### config.mk
export PLATFORM = sky130hd
export DESIGN_NAME = pnos_scale
export DESIGN_NICKNAME = d
export VERILOG_FILES = /design/src/assert_macros.svh /design/src/pnos_pkg.sv /design/src/pnos_scale.sv
export SDC_FILE = /design/constraint.sdc
export NUM_CORES = 1
export LEC_CHECK = 0
export ABC_CLOCK_PERIOD_IN_PS = 800
export BUFFER_PORTS_ARGS = -buffer_cell sky130_fd_sc_hd__buf_2
export CAP_MARGIN = 20
export CORE_ASPECT_RATIO = 1.75
export CORE_MARGIN = 5
export CORE_UTILIZATION = 62
export CTS_CLUSTER_DIAMETER = 80
export DETAILED_ROUTE_END_ITERATION = 16
export PLACE_DENSITY_LB_ADDON = 0.15
export SETUP_SLACK_MARGIN = 0.5
export SLEW_MARGIN = 15
export SYNTH_ARGS = -nofsm -noshare
export SYNTH_HDL_FRONTEND = slang
export SYNTH_SLANG_ARGS = --single-unit
### constraint.sdc
create_clock -name clk -period 0.8 [get_ports clk]
set_input_delay 0.04 -clock clk [delete_from_list [all_inputs] [get_ports clk]]
set_output_delay 0.04 -clock clk [all_outputs]
set_load 0.02 [all_outputs]
### src/assert_macros.svh
// Assertion macros used by the octave cell of the noise pipeline.
`ifndef ASSERT_MACROS_SVH
`define ASSERT_MACROS_SVH
`ifndef ASSERT_OFF
// Clocked assertion, switched off while reset is low.
`define ASSERT_CLK(lbl, clk, rstn, prop) \
    lbl: assert property (@(posedge clk) disable iff (!rstn) prop) else $error("assertion failed");
// Clocked assertion that also holds through reset.
`define ASSERT_ALWAYS(lbl, clk, prop) \
    lbl: assert property (@(posedge clk) prop) else $error("assertion failed");
`else
`define ASSERT_CLK(lbl, clk, rstn, prop)
`define ASSERT_ALWAYS(lbl, clk, prop)
`endif
`endif

### src/pnos_pkg.sv
// Types, constants and arithmetic helpers for the 3D octave noise block.
`timescale 1ns / 1ps
package pnos_pkg;

    localparam int DEFAULT_COORD_BITS  = 10;
    localparam int DEFAULT_MAX_OCTAVES = 8;

    localparam int FRAC_BITS   = 16;
    localparam int SAMPLE_W    = 24;
    localparam int CELL_W      = SAMPLE_W - FRAC_BITS;
    localparam int FREQ_W      = 24;
    localparam int AMP_W       = 24;
    localparam int PERS_W      = 16;
    localparam int CNT_W       = 4;
    localparam int NOISE_W     = 25;
    localparam int SUM_W       = 34;
    localparam int TERM_W      = 30;
    localparam int DIST_W      = FRAC_BITS + 2;
    localparam int LERP_W      = 21;
    localparam int FADE_W      = FRAC_BITS + 1;
    localparam int P16_W       = 20;
    localparam int GRAD_W      = 4;
    localparam int CELL_STAGES = 8;
    localparam int CORNERS     = 8;
    localparam int AXES        = 3;

    localparam logic [FRAC_BITS-1:0] FRAC_MASK = '1;
    localparam logic [DIST_W-1:0]    Q_ONE     = DIST_W'(1) << FRAC_BITS;

    localparam logic signed [SUM_W-1:0] OUT_MAX = SUM_W'(16777215);
    localparam logic signed [SUM_W-1:0] OUT_MIN = -SUM_W'(16777216);

    localparam logic [FREQ_W-1:0] RST_BASE_FREQ = FREQ_W'(4096);
    localparam logic [AMP_W-1:0]  RST_START_AMP = AMP_W'(65536);
    localparam logic [PERS_W-1:0] RST_PERSIST   = PERS_W'(32768);
    localparam logic [CNT_W-1:0]  RST_OCT_COUNT = CNT_W'(4);

    // Only the low byte of each hash prime reaches the 8-bit result.
    localparam logic [31:0] HASH_PX = 32'd73856093;
    localparam logic [31:0] HASH_PY = 32'd19349663;
    localparam logic [31:0] HASH_PZ = 32'd83492791;

    localparam int GRAD_COUNT = 12;
    // floor(h/12) = (h*171) >> 11 for every byte h
    localparam logic [7:0] DIV12_MUL   = 8'd171;
    localparam int         DIV12_SHIFT = 11;

    localparam logic signed [1:0] GRAD_X [GRAD_COUNT] =
        '{2'sd1, -2'sd1, 2'sd1, -2'sd1, 2'sd1, -2'sd1, 2'sd1, -2'sd1,
          2'sd0, 2'sd0, 2'sd0, 2'sd0};
    localparam logic signed [1:0] GRAD_Y [GRAD_COUNT] =
        '{2'sd1, 2'sd1, -2'sd1, -2'sd1, 2'sd0, 2'sd0, 2'sd0, 2'sd0,
          2'sd1, -2'sd1, 2'sd1, -2'sd1};
    localparam logic signed [1:0] GRAD_Z [GRAD_COUNT] =
        '{2'sd0, 2'sd0, 2'sd0, 2'sd0, 2'sd1, 2'sd1, -2'sd1, -2'sd1,
          2'sd1, 2'sd1, -2'sd1, -2'sd1};

    typedef enum logic [1:0] {
        REG_BASE_FREQ = 2'd0,
        REG_START_AMP = 2'd1,
        REG_PERSIST   = 2'd2,
        REG_OCT_COUNT = 2'd3
    } pnos_reg_e;

    typedef struct packed {
        logic [FREQ_W-1:0] base_frequency;
        logic [AMP_W-1:0]  start_amplitude;
        logic [PERS_W-1:0] persistence;
        logic [CNT_W-1:0]  octave_count;
    } pnos_cfg_t;

    // What travels from one octave cell to the next.
    typedef struct packed {
        logic [AXES-1:0][SAMPLE_W-1:0] sample;
        logic [AMP_W-1:0]              amp;
        logic signed [SUM_W-1:0]       sum;
    } pnos_carry_t;

    function automatic logic [GRAD_W-1:0] grad_index(input logic [CELL_W-1:0] cx,
                                                     input logic [CELL_W-1:0] cy,
                                                     input logic [CELL_W-1:0] cz);
        logic [CELL_W-1:0] h;
        logic [18:0]       q;
        logic [CELL_W-1:0] r;
        h = (cx * HASH_PX[7:0]) ^ (cy * HASH_PY[7:0]) ^ (cz * HASH_PZ[7:0]);
        q = (19'(h) * 19'(DIV12_MUL)) >> DIV12_SHIFT;
        r = h - CELL_W'(q[4:0] * 8'(GRAD_COUNT));
        return r[GRAD_W-1:0];
    endfunction

    function automatic logic signed [LERP_W-1:0] grad_term(input logic signed [1:0] c,
                                                           input logic signed [DIST_W-1:0] d);
        logic signed [LERP_W-1:0] dx;
        dx = LERP_W'(d);
        if (c == 2'sd1)
            return dx;
        else if (c == -2'sd1)
            return -dx;
        else
            return '0;
    endfunction

    function automatic logic signed [LERP_W-1:0] corner_dot(input logic [GRAD_W-1:0] g,
                                                            input logic signed [DIST_W-1:0] dx,
                                                            input logic signed [DIST_W-1:0] dy,
                                                            input logic signed [DIST_W-1:0] dz);
        if (int'(g) >= GRAD_COUNT)
            return '0;
        return grad_term(GRAD_X[g], dx) + grad_term(GRAD_Y[g], dy) + grad_term(GRAD_Z[g], dz);
    endfunction

    // a + (b-a)*t / 2^16, quotient rounded toward zero
    function automatic logic signed [LERP_W-1:0] lerp_q16(input logic signed [LERP_W-1:0] a,
                                                          input logic signed [LERP_W-1:0] b,
                                                          input logic [FADE_W-1:0] t);
        logic signed [LERP_W:0]          diff;
        logic signed [LERP_W+FADE_W+1:0] prod;
        logic signed [LERP_W+FADE_W+1:0] adj;
        diff = (LERP_W+1)'(b) - (LERP_W+1)'(a);
        prod = (LERP_W+FADE_W+2)'(diff) * (LERP_W+FADE_W+2)'($signed({1'b0, t}));
        adj  = (prod < 0) ? prod + (LERP_W+FADE_W+2)'(FRAC_MASK) : prod;
        return a + LERP_W'(adj >>> FRAC_BITS);
    endfunction

endpackage

### src/pnos_scale.sv
// Entry stage: scales the voxel coordinate by the base frequency.
`timescale 1ns / 1ps
module pnos_scale
    import pnos_pkg::*;
#(
    parameter int COORD_BITS = DEFAULT_COORD_BITS
)
(
    input  logic                  clk,
    input  logic                  rst_n,
    input  logic                  advance,
    input  pnos_cfg_t             cfg,
    input  logic                  in_valid,
    input  logic [COORD_BITS-1:0] coord_x,
    input  logic [COORD_BITS-1:0] coord_y,
    input  logic [COORD_BITS-1:0] coord_z,
    output logic                  out_valid,
    output pnos_carry_t           out_carry
);

    localparam int PROD_W = COORD_BITS + FREQ_W;

    logic        valid_reg;
    pnos_carry_t carry_reg;
    pnos_carry_t carry_next;
    logic [PROD_W-1:0] px, py, pz;

    // Only the low 8 integer bits and the fraction are ever used.
    always_comb
    begin
        px = PROD_W'(coord_x) * PROD_W'(cfg.base_frequency);
        py = PROD_W'(coord_y) * PROD_W'(cfg.base_frequency);
        pz = PROD_W'(coord_z) * PROD_W'(cfg.base_frequency);
        carry_next.sample[0] = px[SAMPLE_W-1:0];
        carry_next.sample[1] = py[SAMPLE_W-1:0];
        carry_next.sample[2] = pz[SAMPLE_W-1:0];
        carry_next.amp       = cfg.start_amplitude;
        carry_next.sum       = '0;
    end

    always_ff @(posedge clk or negedge rst_n)
    begin
        if (!rst_n)
            valid_reg <= 1'b0;
        else if (advance)
            valid_reg <= in_valid;
    end

    always_ff @(posedge clk)
    begin
        if (advance)
            carry_reg <= carry_next;
    end

    assign out_valid = valid_reg;
    assign out_carry = carry_reg;

endmodule

==> impl_metrics.yaml <==
run_status:
  status: "finished with violations"
  violations: "negative hold slack, negative setup slack"
timing:
  finalHoldViolations: 26
  slew_viol_final: 0
  max_freq_ghz: 0.2022
  min_period_ns: 4.945
  setup_viol: 165
  min_period_over_period: 6.182
  holdWs_ns: -0.1818
  finClkSkew_ns: 0
  rsz0062_at_grt: "true"
  setup_tns_ns: -226.83
  layout_setup_ws_ns: -4.145
global_routing:
  grt-ovfl-total: 0
  grt_pass1_vias: 20060
  track_usage: 0.3621
  grt_max_degree: 26
  antenna_found_initial: 2
  grt_pass1_wl_mm: 102.0
synthesis:
  yosys.area_share.simple: 0.1696
  ys_ff_latch: 97
  synthTopCellsByArea: "fa_1, edfxtp_1, and2_1, inv_1, ha_1"
  synthMuxAreaShare: 0.001067
  synth_edf_count: 96
  synth_top_cell_by_area: "fa_1"
  ys_seq_area_frac: 0.1458
  async_reset_ff_frac: 0.01031
  synth_compound_area_frac: 0.05246
  synth_top_family_by_area: "adder cells"
  ys_types: 58
  ys_warn_count: 0
  syn_area_um2: 19940
  synthAdderAreaFrac: 0.4752
  synth_flop_cell: "edfxtp_1"
  synthXorXnorAreaFrac: 0.04612
  synth_cells: 2110
  syn_area_per_cell_um2: 9.449
  yosys.area.top_type_share: 0.4036
routing:
  drtAntennaViolNets: 0
  drc: 0
  drt-initial-drc-count: 1396
  first_pass_iters: 7
  vias: 18210
  drt_wl_total_mm: 74.87
  via_per_inst: 5.995
  routedWlPerCell_um: 24.64
critical_path:
  critPathKind: "in -> reg"
  cp_max_fo: 14
  crit_start: "cfg[49]"
  critPathArrivalTime_ns: 5.18
  reg2reg_depth: 2
  cp-end-kind: "register"
  cp_top_family: "adder cells"
  critPathRequiredTime_ns: 1.04
  critPathMaxStageDelay_ns: 0.72
  r2r_start: "out_valid"
  timing.reg2reg.setup_slack_ns: -0.11
  path_cells: "buf_12, buf_12, buf_12, and2_1, fa_1, fa_1, fa_2, fa_1, inv_1, fa_1, inv_1, ha_4, nand2_2, nor3_4, buf_4, buf_6, nand2_4, o21ai_4, nor2_4, buf_6, buf_6, nor2_4, xor2_1"
  startpoint_type: "primary input"
  critPathSlowestCell: "fa_1"
  crit_top_cell: "fa_1"
  rr_endpoint: "out_valid"
  critPathBufInv: 9
flow_run:
  cap_violations: 0
pwr:
  switching_share: 0.4700
  intPower_uw: 78540
  vdd_drop_max_mv: 9.762
  combPwrFrac: 0.886
  power_frac_seq: 0.080
  p_sw_uw: 69640
  leakage_uw: 0.01370
  p_clk_frac: 0.034
  total_power_uw: 148200
  power.density_nw_per_um2: 5215
worst_hold_path:
  hold_path.class: "in -> reg"
  hold_depth: 1
  whs_endpoint: "out_carry[53]"
  min_from: "cfg[39]"
cells_and_area:
  finalNetCount: 3250
  area_delta_synth_final_pct: 42.50
  drive_gt1_frac: 0.3785
die:
  die_h_um: 247.2
  die_x_um: 145.6
  pin_count: 233
  dieArea_um2: 35980
  core-area_um2: 32000
  start_util: 0.6230
  fp-row-count: 87
clocking:
  cts_hold_buffers: 1
  cts_max_path_buffers: 2
  cts_buffers: 9
  clock_sinks: 97
  cts_tree: "yes"
  clock_latency_ns: 0.39
  cts_root_buf: "clkbuf_16"
  clk_pin_slew_worst_paths_ns: 0.08
  h-tree-depth: 3
placed_design:
  io_buffers: 178
  dp_hpwl_mm: 46.39
  gp_congestion: 0.9132
layer usage:
metal | share of wire | wire length (um) | vias to the layer above | track usage
met3 | 0.081 | 6073 | 612 | 0.05886
met1 | 0.29 | 21910 | 8979 | 0.3680
met5 | 0.00049 | 37 | - | 0
li1 | - | - | 7309 | -
met4 | 0.11 | 8212 | 3 | 0.2565
met2 | 0.52 | 38630 | 1309 | 0.6682
logic make-up after synthesis:
kind of cell	after synthesis
compound gates	156
xor+xnor	105
fa+ha+maj	516
buf+inv	548
flops	97
mux	2
other cells	1
simple gates	685
worst reg2reg max path: stages (launching register included):
cell and delay (ns):
dfrtp_2 0.43, buf_6 0.12, mux2_4 0.25
cell usage in the layout (no fill, tap or decap), drive strengths merged, types with 10 or more instances in the layout:
cell type  synthesis  final
buf               34    605
inv              412    415
fa               402    402
nand2            329    329
and2             286    286
ha               114    114
edfxtp            96     96
xnor2             82     82
a21oi             45     45
conb               1     34
nor2              27     27
o21ai             26     26
xor2              23     23
a21o              19     19
clkbuf           102     15
o21a              12     12
a211oi            10     10
power by group through the flow:
| stage | logic (uW) | clock network, uW | registers (uW) |
|---|---|---|---|
| after detailed placement | 98100 | 0 | 11500 |
| final | 131000 | 5000 | 11900 |
| after CTS | 111000 | 4990 | 11600 |
| after floorplan | 63000 | 0 | 13900 |
| after global placement | 94600 | 0 | 11500 |
| after global routing | 140000 | 5140 | 12000 |
area by class of cell:
cell class | instances | area [um2]
Sequential cell | 97 | 2909
Tap cell | 400 | 500.5
Multi-Input combinational cell | 1498 | 17110
Fill cell | 1386 | 3591
Timing Repair Buffer | 614 | 6040
Clock buffer | 9 | 225.2
Inverter | 412 | 1549
Clock inverter | 7 | 81.33
Antenna cell | 1 | 2.502
Yosys cell counts, drive strengths merged (5+ instances only):
cell type    n
clkbuf     102
nor2b        5
buf         34
a31oi        5
nand2b       6
a21o        19
a211oi      10
a21oi       45
o211ai       5
xor2        23
inv        412
fa         402
xnor2       82
nand2      329
ha         114
edfxtp      96
nand3        9
nor2        27
o21ai       26
nor3         8
and2       286
o21a        12
o21bai       6
how the worst max path moves through the flow:
stage | end | slack, ns | cells past startpoint
floorplan | out_carry[81] | -3.95 | 20
global placement | out_carry[81] | -4.27 | 18
detailed placement | out_carry[81] | -4.38 | 18
CTS | out_carry[81] | -3.73 | 19
global route | out_carry[128] | -4.17 | 23
finish | out_carry[124] | -4.15 | 23
timing repair:
action / 4_1_cts / 5_1_grt
gates resized for setup: 384 / 245
buffers inserted: 59 / 36
endpoints found under the setup margin: 266 / 265
pin swaps: 158 / 119
hold endpoints to repair: 26 / 26
gates cloned: 6 / 6
registers in the layout, summed over array words and instances, names as in the netlist:
signal,flops
out_carry,96
out_valid,1
through the flow:
stage | cell area [um2] | utilization | instances | setup slack, ns
after floorplan | 21920 | - | 2143 | -3.945
after global placement | 24710 | 0.7722 | 2913 | -4.274
after detailed placement | 24710 | 0.7722 | 2913 | -4.379
after CTS | 27060 | 0.8454 | 2995 | -3.734
after global routing | 28410 | 0.8878 | 3038 | -4.169
final | 28410 | 0.8878 | 3038 | -4.145
Power figures use the tool's default switching activity.
